==> config.mk <==
export PLATFORM = sky130hd
export DESIGN_NAME = six_button_pad_multiplexer_core
export DESIGN_NICKNAME = d
export VERILOG_FILES = /design/src/sv/sbpm_pkg.sv /design/src/sv/six_button_pad_multiplexer_core.sv
export SDC_FILE = /design/constraint.sdc
export NUM_CORES = 1
export LEC_CHECK = 0
export BUFFER_PORTS_ARGS = -buffer_cell sky130_fd_sc_hd__buf_2
export CAP_MARGIN = 40
export CORE_ASPECT_RATIO = 1.5
export CORE_UTILIZATION = 49
export CTS_CLUSTER_DIAMETER = 30
export DETAILED_ROUTE_END_ITERATION = 6
export PLACE_DENSITY = 0.76
export SYNTH_ARGS = -nofsm -noshare
export SYNTH_HDL_FRONTEND = slang
export SYNTH_SLANG_ARGS = --single-unit
==> constraint.sdc <==
create_clock -name clk_i -period 2 [get_ports clk_i]
set_input_delay 0.2 -clock clk_i [delete_from_list [all_inputs] [get_ports clk_i]]
set_output_delay 0.2 -clock clk_i [all_outputs]
set_load 0.02 [all_outputs]
==> src/sv/sbpm_pkg.sv <==
// Package for the six-button pad multiplexer: codes, reset values and line functions.
`timescale 1ns / 1ps

package sbpm_pkg;

  typedef enum logic {
    OpRead = 1'b0,
    OpTick = 1'b1
  } op_e;

  localparam int unsigned LineW = 7;
  localparam int unsigned ButtonW = 12;
  localparam int unsigned DataW = 8;
  localparam int unsigned TickW = 8;
  localparam int unsigned PhaseW = 2;

  localparam logic [TickW-1:0]  TimeoutReset = 8'd5;
  localparam logic [LineW-1:0]  LinesReset = 7'h7f;
  localparam logic [PhaseW-1:0] PhaseSix = 2'd3;
  localparam logic [PhaseW-1:0] PhaseDirLow = 2'd2;

  // Button positions within the buttons field.
  localparam int unsigned BtnU = 0;
  localparam int unsigned BtnD = 1;
  localparam int unsigned BtnL = 2;
  localparam int unsigned BtnR = 3;
  localparam int unsigned BtnC = 4;
  localparam int unsigned BtnB = 5;
  localparam int unsigned BtnA = 6;
  localparam int unsigned BtnS = 7;
  localparam int unsigned BtnZ = 8;
  localparam int unsigned BtnY = 9;
  localparam int unsigned BtnX = 10;
  localparam int unsigned BtnM = 11;

  // Line levels after select goes high; new_phase is the already advanced phase.
  function automatic logic [LineW-1:0] lines_rise(input logic [ButtonW-1:0] btn,
                                                  input logic [PhaseW-1:0] new_phase);
    logic [3:0] dir;
    if (new_phase == PhaseSix) begin
      dir = ~{btn[BtnM], btn[BtnX], btn[BtnY], btn[BtnZ]};
    end else begin
      dir = ~{btn[BtnR], btn[BtnL], btn[BtnD], btn[BtnU]};
    end
    return {1'b1, ~btn[BtnC], ~btn[BtnB], dir};
  endfunction

  // Line levels after select goes low.
  function automatic logic [LineW-1:0] lines_fall(input logic [ButtonW-1:0] btn,
                                                  input logic [PhaseW-1:0] phase);
    logic [3:0] dir;
    if (phase == PhaseDirLow) begin
      dir = 4'b0000;
    end else if (phase == PhaseSix) begin
      dir = 4'b1111;
    end else begin
      dir = {2'b00, ~btn[BtnD], ~btn[BtnU]};
    end
    return {1'b0, ~btn[BtnS], ~btn[BtnA], dir};
  endfunction

endpackage

==> src/sv/six_button_pad_multiplexer_core.sv <==
// Top level of the six-button pad multiplexer: port B read and tick handling.
`timescale 1ns / 1ps

// Takes one item per clock cycle. A port B read returns, in the cycle after it is
// accepted, the line byte that was in place before the read; a tick updates the
// idle count, clearing it and the phase on a timeout, and returns nothing. The only
// stall comes from the single output register: a new item is taken whenever that
// register is empty or its result is taken in the same cycle. The timeout register
// may be written at any time the block is idle and takes effect on the next tick.
module six_button_pad_multiplexer_core import sbpm_pkg::*; (
  input  logic               clk_i,
  input  logic               rst_ni,
  input  logic               cfg_we_i,
  input  logic [TickW-1:0]   cfg_wdata_i,
  input  logic               in_valid_i,
  output logic               in_ready_o,
  input  logic               opcode_i,
  input  logic               select_request_i,
  input  logic [ButtonW-1:0] buttons_i,
  output logic               out_valid_o,
  input  logic               out_ready_i,
  output logic [DataW-1:0]   read_data_o
);

  logic [TickW-1:0]  timeout_q;
  logic [PhaseW-1:0] phase_q, phase_d;
  logic [TickW-1:0]  idle_q, idle_d;
  logic [LineW-1:0]  line_q, line_d;
  logic              out_valid_q, out_valid_d;
  logic [DataW-1:0]  read_data_q;
  logic              in_acc;
  logic              is_read;
  logic [PhaseW-1:0] phase_inc;
  logic [TickW-1:0]  idle_inc;

  assign in_ready_o = !out_valid_q || out_ready_i;
  assign in_acc     = in_valid_i && in_ready_o;
  assign is_read    = (op_e'(opcode_i) == OpRead);
  assign phase_inc  = phase_q + 2'd1;
  assign idle_inc   = idle_q + 8'd1;

  always_comb begin
    phase_d     = phase_q;
    idle_d      = idle_q;
    line_d      = line_q;
    out_valid_d = out_valid_q && !out_ready_i;
    if (in_acc) begin
      if (is_read) begin
        out_valid_d = 1'b1;
        if (select_request_i && !line_q[LineW-1]) begin
          phase_d = phase_inc;
          idle_d  = '0;
          line_d  = lines_rise(buttons_i, phase_inc);
        end else if (!select_request_i && line_q[LineW-1]) begin
          line_d = lines_fall(buttons_i, phase_q);
        end
      end else begin
        // The count wraps modulo 256, so a timeout of zero matches on the wrap.
        if (idle_inc == timeout_q) begin
          idle_d  = '0;
          phase_d = '0;
        end else begin
          idle_d = idle_inc;
        end
      end
    end
  end

  always_ff @(posedge clk_i or negedge rst_ni) begin
    if (!rst_ni) begin
      timeout_q   <= TimeoutReset;
      phase_q     <= '0;
      idle_q      <= '0;
      line_q      <= LinesReset;
      out_valid_q <= 1'b0;
    end else begin
      if (cfg_we_i) begin
        timeout_q <= cfg_wdata_i;
      end
      phase_q     <= phase_d;
      idle_q      <= idle_d;
      line_q      <= line_d;
      out_valid_q <= out_valid_d;
    end
  end

  always_ff @(posedge clk_i) begin
    if (in_acc && is_read) begin
      read_data_q <= {1'b1, line_q};
    end
  end

  assign out_valid_o = out_valid_q;
  assign read_data_o = read_data_q;

  a_read_gives_result: assert property (@(posedge clk_i) disable iff (!rst_ni)
    (in_acc && is_read) |=> out_valid_o)
    else $error("accepted read did not produce a result");

  a_select_tracks_read: assert property (@(posedge clk_i) disable iff (!rst_ni)
    (in_acc && is_read) |=> (line_q[LineW-1] == $past(select_request_i)))
    else $error("select level does not follow the last read");

  a_rise_advances_phase: assert property (@(posedge clk_i) disable iff (!rst_ni)
    (in_acc && is_read && select_request_i && !line_q[LineW-1])
      |=> (phase_q == $past(phase_inc)) && (idle_q == '0))
    else $error("rising select did not advance the phase");

  a_tick_no_result: assert property (@(posedge clk_i) disable iff (!rst_ni)
    (in_acc && !is_read && !out_valid_q) |=> !out_valid_o)
    else $error("tick produced a result");

endmodule
==> results.txt, run 1 <==
Outcome -> finished clean
Rows -> 26
Clock root buffer -> clkbuf_8
LEAKAGE -> 0.0009064 uW
Ys flop type -> dfrtp_1
Tmin final -> 1.942 ns
Share of the yosys chip area belonging to registers -> 49.36%
Initial Util -> 51.72%
Slew margin rel. -> 60.28%
YS warnings -> 0
Synth Area in Compound Gates -> 13.39%
Filler cell count -> 288
Hold Fails Final Rpt -> 0
Crit-path most repeated cell -> and3_1
Place WS -> -0.01837 ns
Core area -> 3416 um2
Clk_skew -> 0.006727 ns
GRT Overall Usage -> 22.85%
Die Y -> 75.54 um
Remaining Overflow, GRT -> 0
RR Startpoint -> idle_q[1]$_DFFE_PN0P_
Post-synth net total -> 192
Largest net degree at the start of global routing -> 27
Layout Area Growth over Synthesis -> 20.61%
Crit path kind -> flip-flop to flip-flop
FF-to-FF setup slack -> 0.06 ns
Diode count -> 0
Slowest stage cell, crit path -> dfrtp_1
Hold WS -> 0.1488 ns
Worst EP required -> 2.17 ns
Drt pass-1 iters -> 4
Commonest non-fill, non-tap cell in the layout -> buf_2
First-pass GRT wire length -> 6334 um
Routability Congestion -> 0.9242
Min-Delay Path Class -> primary input to flip-flop
Commonest non-fill, non-tap cells in the layout -> buf_2, nand2_1, dfrtp_1
Area after DPL -> 1983 um2
DR iter-0 viols -> 37
Dpl hpwl -> 2937 um
Share of layout cells above drive strength 1 -> 39.60%
Post-synth EDFFs -> 7
P_int -> 1599 uW
# DRC -> 0
Clock Path Buffers -> 2
Power Density -> 1191 nW/um2
Dpl cells -> 234
H-tree depth -> 2
CTS clk-pin slew, worst paths -> 0.06 ns
XOR/XNOR Fraction of Synth Area -> 5.807%
Sw Ratio -> 36.96%
Nets -> 232
Max cap viols -> 0
Clk pwr share -> 18.4%
Top Ports -> 37
Setup TNS -> 0 ns
Reg2reg end -> idle_q[0]$_DFFE_PN0P_
Clock Latency Late Sink -> 0.29 ns
Post-synth cell types -> 43
Antenna Violating Nets Remaining -> 0
Cell Chain, Critical Path -> ha_2 -> and3_1 -> and3_1 -> o2111ai_4 -> nor4_2 -> buf_4 -> o41ai_2
Multi-input gate area -> 879.6 um2
Seq pwr share -> 45.0%
Max-slew violations -> 0
CTS buffer count -> 5
Nature of the critical path startpoint -> flip-flop
Cell count after synthesis -> 161
Vias -> 1376
Delay of the slowest critical-path stage -> 0.41 ns
Async SR Flop Fraction -> 78.79%
Synth Area in Adders -> 2.833%
Timing-limited maximum frequency -> 0.5149 GHz
Largest family of logic cells by synthesized area -> simple AND/OR/NAND/NOR gates
Crit. End Element -> flip-flop
FF-to-FF path depth -> 7
Die area -> 3854 um2
Post-synthesis simple-gate area fraction -> 15.58%
Multiplexer share of the synthesized area -> 9.207%
Number of global-route vias before repair -> 1391
Reg area -> 873.3 um2
Worst Setup EP -> idle_q[0]$_DFFE_PN0P_
Clock tree sinks -> 33
Die width -> 51.03 um
Peak VDD IR -> 0.5985 mV
Worst-Margin Slew -> 0.5958 ns
CTS tree -> built
Critical Path AT -> 2.11 ns
Final Cell Area -> 2131 um2
Routed length per placed instance -> 16.11 um
Syn avg cell area -> 10.97 um2
CP max FO -> 6
Critical path origin -> idle_q[1]$_DFFE_PN0P_
IO Port Bufs -> 35
Fin crit share -> 97.10%
Switching power of the nets -> 937.7 uW
Final Non-Filler Cells -> 244
Cell Area, Synth -> 1767 um2
Vias per Instance -> 5.639
Final WL -> 3930 um
Comb power frac -> 36.6%
Final WS setup -> 0.05803 ns
Initial antenna violation count -> 0
Final setup violating endpoints -> 0
Yosys reg bits -> 33
flip-flops by register name, summed over array words and instances, names as in the netlist:
signal,flops
idle_q,8
timeout_q,8
line_q,7
read_data_o,7
phase_q,2
out_valid_o,1
cells in the mapped netlist (2+ instances only):
library cell  count  area share, %
nand2b_1          3            1.1
ha_1              4            2.8
mux2i_1           5            2.8
and2_1            2           0.71
buf_4             2           0.85
dfrtp_1          17             24
nor2_1            2           0.43
o21ai_0           9            2.5
and3_1            5            1.8
edfxtp_1          7             12
xor2_1            3            1.5
a21oi_1           7            2.0
a221o_1           2            1.1
nand2_1          19            4.0
nor2b_1           2           0.71
o21ai_1           4            1.1
xnor2_2           2            1.8
o31ai_1           5            2.1
nand3_1           2           0.57
mux2_2           10            6.4
nor4_1            2           0.71
dfstp_2           9             13
nor3_1            6            1.7
inv_1             4           0.85
clkbuf_1          6            1.3
xnor2_1           5            2.5
area by class of cell:
cell class                      count  share of cell area [%]
Clock inverter                      1                  0.1762
Clock buffer                        7                   3.582
Timing Repair Buffer               42                   10.80
Inverter                            4                  0.7046
Tap cell                           42                   2.466
Multi-Input combinational cell    115                   41.28
Sequential cell                    33                   40.99
power groups by stage:
| stage | Sequential (uW) | Clock, uW | Combinational, uW |
|---|---|---|---|
| floorplan | 1090 | 0 | 671 |
| global placement | 1130 | 0 | 802 |
| detailed placement | 1150 | 0 | 848 |
| CTS | 1130 | 487 | 877 |
| global route | 1170 | 510 | 1020 |
| finish | 1140 | 468 | 929 |
cells by family after synthesis:
| family | Yosys count |
|---|---|
| AOI/OAI and AO/OA | 35 |
| xor gates and xnor gates | 10 |
| adders and majority gates | 4 |
| buffers and inverters | 13 |
| DFF | 33 |
| muxes | 15 |
| other | 1 |
| and+or+nand+nor | 50 |
metrics by stage:
step | power, uW | utilization [%]
floorplan | 1766 | -
global placement | 1927 | 58.06
detailed placement | 1993 | 58.06
CTS | 2499 | 61.03
global route | 2704 | 62.38
finish | 2537 | 62.38
repair_timing:
action,4_1_cts,5_1_grt
hold buffers,1,0
endpoints found under the setup margin,4,12
buffers inserted,0,1
cloned,0,0
pin swaps,1,1
resized for setup,1,8
hold endpoints to repair,17,0
worst max-delay path, delay by kind of cell (launching register included):
family / cells / cell delay (ns)
adders and majority gates: 1 / 0.21
and+or+nand+nor: 3 / 0.51
AOI/OAI and AO/OA: 2 / 0.55
buffers and inverters: 1 / 0.16
DFF: 1 / 0.41
worst min-delay path by stage:
stage                        start                  endpoint  slack [ns]  cells past startpoint
floorplan                   rst_ni     idle_q[0]$_DFFE_PN0P_        -0.1                      0
global placement            rst_ni     out_valid_o$_DFF_PN0_        0.22                      1
detailed placement          rst_ni     out_valid_o$_DFF_PN0_        0.23                      1
CTS                 cfg_wdata_i[5]  timeout_q[5]$_DFFE_PN0P_        0.14                      2
global route        cfg_wdata_i[5]  timeout_q[5]$_DFFE_PN0P_        0.14                      2
finish              cfg_wdata_i[6]  timeout_q[6]$_DFFE_PN0P_        0.15                      2
per-layer routing:
metal | share of wire [%] | global-route usage, %
met1 | 36 | 22.35
met2 | 57 | 43.42
met3 | 4.2 | 4.990
met4 | 2.5 | 13.27
met5 | 0 | 0
(Power assumes the default switching activity.)
==> inputs of run 2 (changes only) <==
Settings changed: CTS_BUF_LIST set to sky130_fd_sc_hd__clkbuf_4 sky130_fd_sc_hd__clkbuf_8 sky130_fd_sc_hd__clkbuf_16.
==> run 2 against run 1 <==
First-iteration DRC count decreased by 27%. Sequential share of layout area decreased by 0.14 points. Setup slack got worse by 0.0017 ns. Clock-buffer cell count unchanged. Utilization increased by 0.22 points. Clock skew about the same. Die area unchanged. Final cell count unchanged. Register-to-register slack about the same.
==> results.txt, run 2 (synthesis results as in run 1) <==
Outcome -> finished clean
Final Non-Filler Cells -> 244
Hold WS -> 0.1493 ns
Slowest stage cell, crit path -> dfrtp_1
Remaining Overflow, GRT -> 0
CP Buf/Inv Count -> 1
Final WL -> 3926 um
Worst EP required -> 2.16 ns
GRT Overall Usage -> 22.76%
LEAKAGE -> 0.0009133 uW
GR peak layer -> met2
Routability Congestion -> 0.9242
CP max FO -> 7
Family with the most delay on the worst path -> simple AND/OR/NAND/NOR gates
Initial antenna violation count -> 0
Area after DPL -> 1983 um2
RR Startpoint -> idle_q[1]$_DFFE_PN0P_
Hold Fails Final Rpt -> 0
Nature of the critical path startpoint -> flip-flop
Layout Area Growth over Synthesis -> 21.03%
First-pass GRT wire length -> 6285 um
CTS buffer count -> 5
Number of global-route vias before repair -> 1430
Levels on crit path -> 7
Worst-Margin Slew -> 0.6049 ns
Crit path kind -> flip-flop to flip-flop
Tmin final -> 1.944 ns
Critical Path AT -> 2.11 ns
Vias -> 1405
Clock tree sinks -> 33
Largest regs -> idle_q x8, timeout_q x8
Final setup violating endpoints -> 0
Die area -> 3854 um2
Top Ports -> 37
Clock root buffer -> clkbuf_8
Fin util -> 62.60%
Dpl cells -> 234
Hold Crit Depth -> 2
Diode count -> 0
Max cap viols -> 0
Clock Path Buffers -> 2
Min-Delay Path Class -> primary input to flip-flop
Antenna Violating Nets Remaining -> 0
Core area -> 3416 um2
Crit. End Element -> flip-flop
IO Port Bufs -> 35
Commonest non-fill, non-tap cell in the layout -> buf_2
Slew margin rel. -> 59.67%
Die width -> 51.03 um
Share of layout cells above drive strength 1 -> 40.59%
Pwr Total -> 2563 uW
FF-to-FF path depth -> 7
DR iter-0 viols -> 27
Clk_skew -> 0.006847 ns
# DRC -> 0
Power Density -> 1199 nW/um2
Commonest non-fill, non-tap cells in the layout -> buf_2, nand2_1, dfrtp_1
Largest net degree at the start of global routing -> 27
Met3 Use GR -> 4.192%
Critical path origin -> idle_q[1]$_DFFE_PN0P_
Vias per Instance -> 5.758
H-tree depth -> 2
CTS clk-pin slew, worst paths -> 0.06 ns
Rows -> 26
Timing-limited maximum frequency -> 0.5145 GHz
Final Cell Area -> 2138 um2
Clock Latency Late Sink -> 0.29 ns
Peak VDD IR -> 0.7061 mV
Initial Util -> 51.72%
FF-to-FF setup slack -> 0.06 ns
Reg2reg end -> idle_q[4]$_DFFE_PN0P_
M2 GR Usage -> 42.98%
Die Y -> 75.54 um
GR met1 Demand/Resource -> 21.58%
Delay of the slowest critical-path stage -> 0.39 ns
Crit-path most repeated cell -> and3_1
Worst Setup EP -> idle_q[4]$_DFFE_PN0P_
Nets -> 232
Dpl hpwl -> 2937 um
Routed length per placed instance -> 16.09 um
Cell Chain, Critical Path -> ha_2 -> and3_1 -> and3_1 -> o2111ai_4 -> nor4_4 -> buf_4 -> o21ai_1
Drt pass-1 iters -> 4
CTS tree -> built
Max-slew violations -> 0
Fin crit share -> 97.18%
run 2: cell types whose count changed in the layout (fill, tap and decap cells not counted):
cell	before	now
clkbuf_4	0	2
clkbuf_1	2	0
run 2: cell type report:
| cell class | instances | area (um2) |
|---|---|---|
| inverters | 4 | 15.01 |
| multi-input cells | 115 | 879.6 |
| well taps | 42 | 52.55 |
| clock buffers | 7 | 83.83 |
| fillers | 288 | 1277 |
| flip-flops and latches | 33 | 873.3 |
| clock inverters | 1 | 3.754 |
| repair buffers | 42 | 230.2 |
run 2: timing repair:
action / CTS / global route
pin swaps: 1 / 1
endpoints found under the setup margin: 4 / 12
gates cloned: 0 / 0
hold endpoints to repair: 17 / 0
resized for setup: 1 / 8
buffers inserted: 0 / 1
hold buffers: 1 / 0
run 2: how the worst min path moves through the flow:
stage | from | to
after global placement | rst_ni | out_valid_o$_DFF_PN0_
after global routing | cfg_wdata_i[5] | timeout_q[5]$_DFFE_PN0P_
after CTS | cfg_wdata_i[5] | timeout_q[5]$_DFFE_PN0P_
after floorplan | rst_ni | idle_q[0]$_DFFE_PN0P_
after detailed placement | rst_ni | out_valid_o$_DFF_PN0_
final | cfg_wdata_i[6] | timeout_q[6]$_DFFE_PN0P_
run 2: worst reg2reg max path, stage by stage (launching register included):
cell and delay, ns:
dfrtp_1 0.39, ha_2 0.24, and3_1 0.23, and3_1 0.22, o2111ai_4 0.15, nor4_4 0.31, buf_4 0.20, o21ai_1 0.09
run 2: per-stage QoR:
step | worst slack (ns) | TNS [ns]
after floorplan | 0.1434 | 0
after global placement | 0.06294 | 0
after detailed placement | -0.01837 | -0.02598
after CTS | 0.009712 | 0
after global routing | -0.01922 | -0.03163
final | 0.05634 | 0
run 2: routing by layer:
layer,vias up,share of wire (%)
li1,659,-
met1,670,35
met2,57,56
met3,19,4.5
met4,0,4.3
met5,-,0
run 2: power by group:
part	internal [uW]	switching [uW]
registers	948	192
clock network	269	227
logic	410	517
total	1630	936
==> inputs of run 3 (changes only) <==
Settings changed: CORE_MARGIN set to 4.
==> run 3 against run 2 <==
Die area rose by 21%. Flip-flop and latch count did not move. Critical path depth unchanged. Worst hold slack got worse by 0.0059 ns. First-iteration DRC count grew 7.4%. Maximum frequency increased by 1.2%. Sequential share of layout area is 0.36 points higher. Final cell count up 0.41%. Non-clock buffer count increased by 1. Clock-buffer cell count fell by 1. Register-to-register slack improved by 0.02 ns.
==> results.txt, run 3 (synthesis results as in run 1) <==
Outcome -> finished clean
CP max FO -> 6
Hold Crit Depth -> 2
Clock Latency Late Sink -> 0.28 ns
Layout Area Growth over Synthesis -> 19.97%
Min-Delay Path Class -> primary input to flip-flop
CTS tree -> built
Slowest stage cell, crit path -> dfrtp_2
Largest regs -> idle_q x8, timeout_q x8
Final Non-Filler Cells -> 245
Cell Chain, Critical Path -> ha_4 -> and3_1 -> a21oi_1 -> o2111ai_2 -> nor4_4 -> buf_4 -> o31ai_1
Delay of the slowest critical-path stage -> 0.44 ns
Clock tree sinks -> 33
Number of global-route vias before repair -> 1393
Multi-input gate area -> 854.6 um2
Nature of the critical path startpoint -> flip-flop
Vias per Instance -> 5.596
Drt pass-1 iters -> 4
Worst hold path startpoint -> cfg_wdata_i[6]
CTS buffer count -> 5
Commonest non-fill, non-tap cell in the layout -> buf_2
Max cap viols -> 0
Clock root buffer -> clkbuf_8
RR Startpoint -> idle_q[1]$_DFFE_PN0P_
H-tree depth -> 2
Antenna Violating Nets Remaining -> 0
Crit. End Element -> flip-flop
Remaining Overflow, GRT -> 0
Slew margin rel. -> 60.60%
CP Buf/Inv Count -> 1
WHS Endpoint -> timeout_q[6]$_DFFE_PN0P_
Largest net degree at the start of global routing -> 27
Die Y -> 81.54 um
Initial Util -> 51.23%
Clk_skew -> 0.006397 ns
DR iter-0 viols -> 29
Top Ports -> 37
Initial antenna violation count -> 0
Routability Congestion -> 0.7878
Die width -> 57.03 um
Dpl cells -> 235
IO Port Bufs -> 35
Worst-Margin Slew -> 0.5888 ns
Reg2reg end -> idle_q[5]$_DFFE_PN0P_
Place WS -> -0.05292 ns
GRT Overall Usage -> 17.56%
Crit path kind -> flip-flop to flip-flop
Area after DPL -> 1991 um2
Critical Path AT -> 2.08 ns
Nets -> 233
Final Cell Area -> 2120 um2
Peak VDD IR -> 0.7166 mV
Tmin final -> 1.920 ns
Rows -> 26
Final WL -> 3646 um
Family with the most delay on the worst path -> simple AND/OR/NAND/NOR gates
Fin util -> 61.47%
Commonest non-fill, non-tap cells in the layout -> buf_2, nand2_1, dfrtp_1
Setup TNS -> 0 ns
Hold Fails Final Rpt -> 0
Final WS setup -> 0.08029 ns
CTS clk-pin slew, worst paths -> 0.07 ns
Die area -> 4650 um2
# DRC -> 0
Clock Path Buffers -> 2
Reg area -> 873.3 um2
Final setup violating endpoints -> 0
Share of layout cells above drive strength 1 -> 39.41%
FF-to-FF setup slack -> 0.08 ns
First-pass GRT wire length -> 6175 um
FF-to-FF path depth -> 7
Filler cell count -> 297
Max-slew violations -> 0
Fin crit share -> 95.99%
Worst EP required -> 2.16 ns
LEAKAGE -> 0.0009069 uW
Routed length per placed instance -> 14.88 um
Vias -> 1371
Timing-limited maximum frequency -> 0.5209 GHz
Power Density -> 1194 nW/um2
Core area -> 3448 um2
Diode count -> 0
Dpl hpwl -> 2819 um
-- run 3: cell count changes in the layout (fill, tap and decap cells not counted), sizes merged --
| cell | delta |
|---|---|
| buf | +1 |
| clkbuf | -1 |
| clkinv | +1 |
-- run 3: area by class of cell --
cell class / count / area share, %
tap: 42 / 2.479
sequential: 33 / 41.20
timing repair buffer: 43 / 11.22
clock buffer: 6 / 3.601
multi-input combinational: 115 / 40.32
clock inverter: 2 / 0.4723
inverter: 4 / 0.7084
-- run 3: what timing repair did --
item,4_1_cts,5_1_grt
hold endpoints to repair,17,0
setup endpoints to repair,7,12
buffers inserted,0,1
pin swaps,1,2
resized for setup,0,5
hold buffers,1,0
-- run 3: per-layer routing --
layer | global-route usage [%] | part of all wire [%] | up-vias
met5 | 0 | 0 | -
met1 | 17.61 | 37 | 654
met3 | 4.717 | 6.4 | 6
met2 | 32.61 | 55 | 47
met4 | 9.281 | 1.6 | 0
li1 | - | - | 664
-- run 3: worst register-to-register path, delay by kind of cell, from the launching register on --
kind | cells | cell delay (ns)
AND/OR/NAND/NOR | 2 | 0.53
flip-flops | 1 | 0.44
AO/OA/AOI/OAI | 3 | 0.44
adder cells (fa/ha/maj) | 1 | 0.19
buffers and inverters | 1 | 0.19
-- run 3: worst max path at each step --
stage | to | depth (start not counted) | start | slack, ns
after floorplan | idle_q[3]$_DFFE_PN0P_ | 6 | idle_q[0]$_DFFE_PN0P_ | 0.14
after global placement | idle_q[3]$_DFFE_PN0P_ | 6 | idle_q[1]$_DFFE_PN0P_ | 0.04
after detailed placement | idle_q[6]$_DFFE_PN0P_ | 6 | idle_q[1]$_DFFE_PN0P_ | -0.05
after CTS | idle_q[1]$_DFFE_PN0P_ | 6 | idle_q[1]$_DFFE_PN0P_ | 0.004
after global routing | idle_q[3]$_DFFE_PN0P_ | 7 | idle_q[1]$_DFFE_PN0P_ | -0.006
final | idle_q[5]$_DFFE_PN0P_ | 7 | idle_q[1]$_DFFE_PN0P_ | 0.08
-- run 3: per-stage QoR --
step | hold WS (ns) | total power (uW)
2_1_floorplan | -0.09559 | 1766
3_3_place_gp | 0.2220 | 1946
3_5_place_dp | 0.2250 | 2005
4_1_cts | 0.1348 | 2511
5_1_grt | 0.1398 | 2702
6_report | 0.1434 | 2531
-- run 3: where the power goes --
part	total, uW	internal, uW	switching [uW]	leakage (uW)
registers	1120	947	174	0.000357
logic	914	422	492	0.000501
clock network	496	254	242	0.0000484
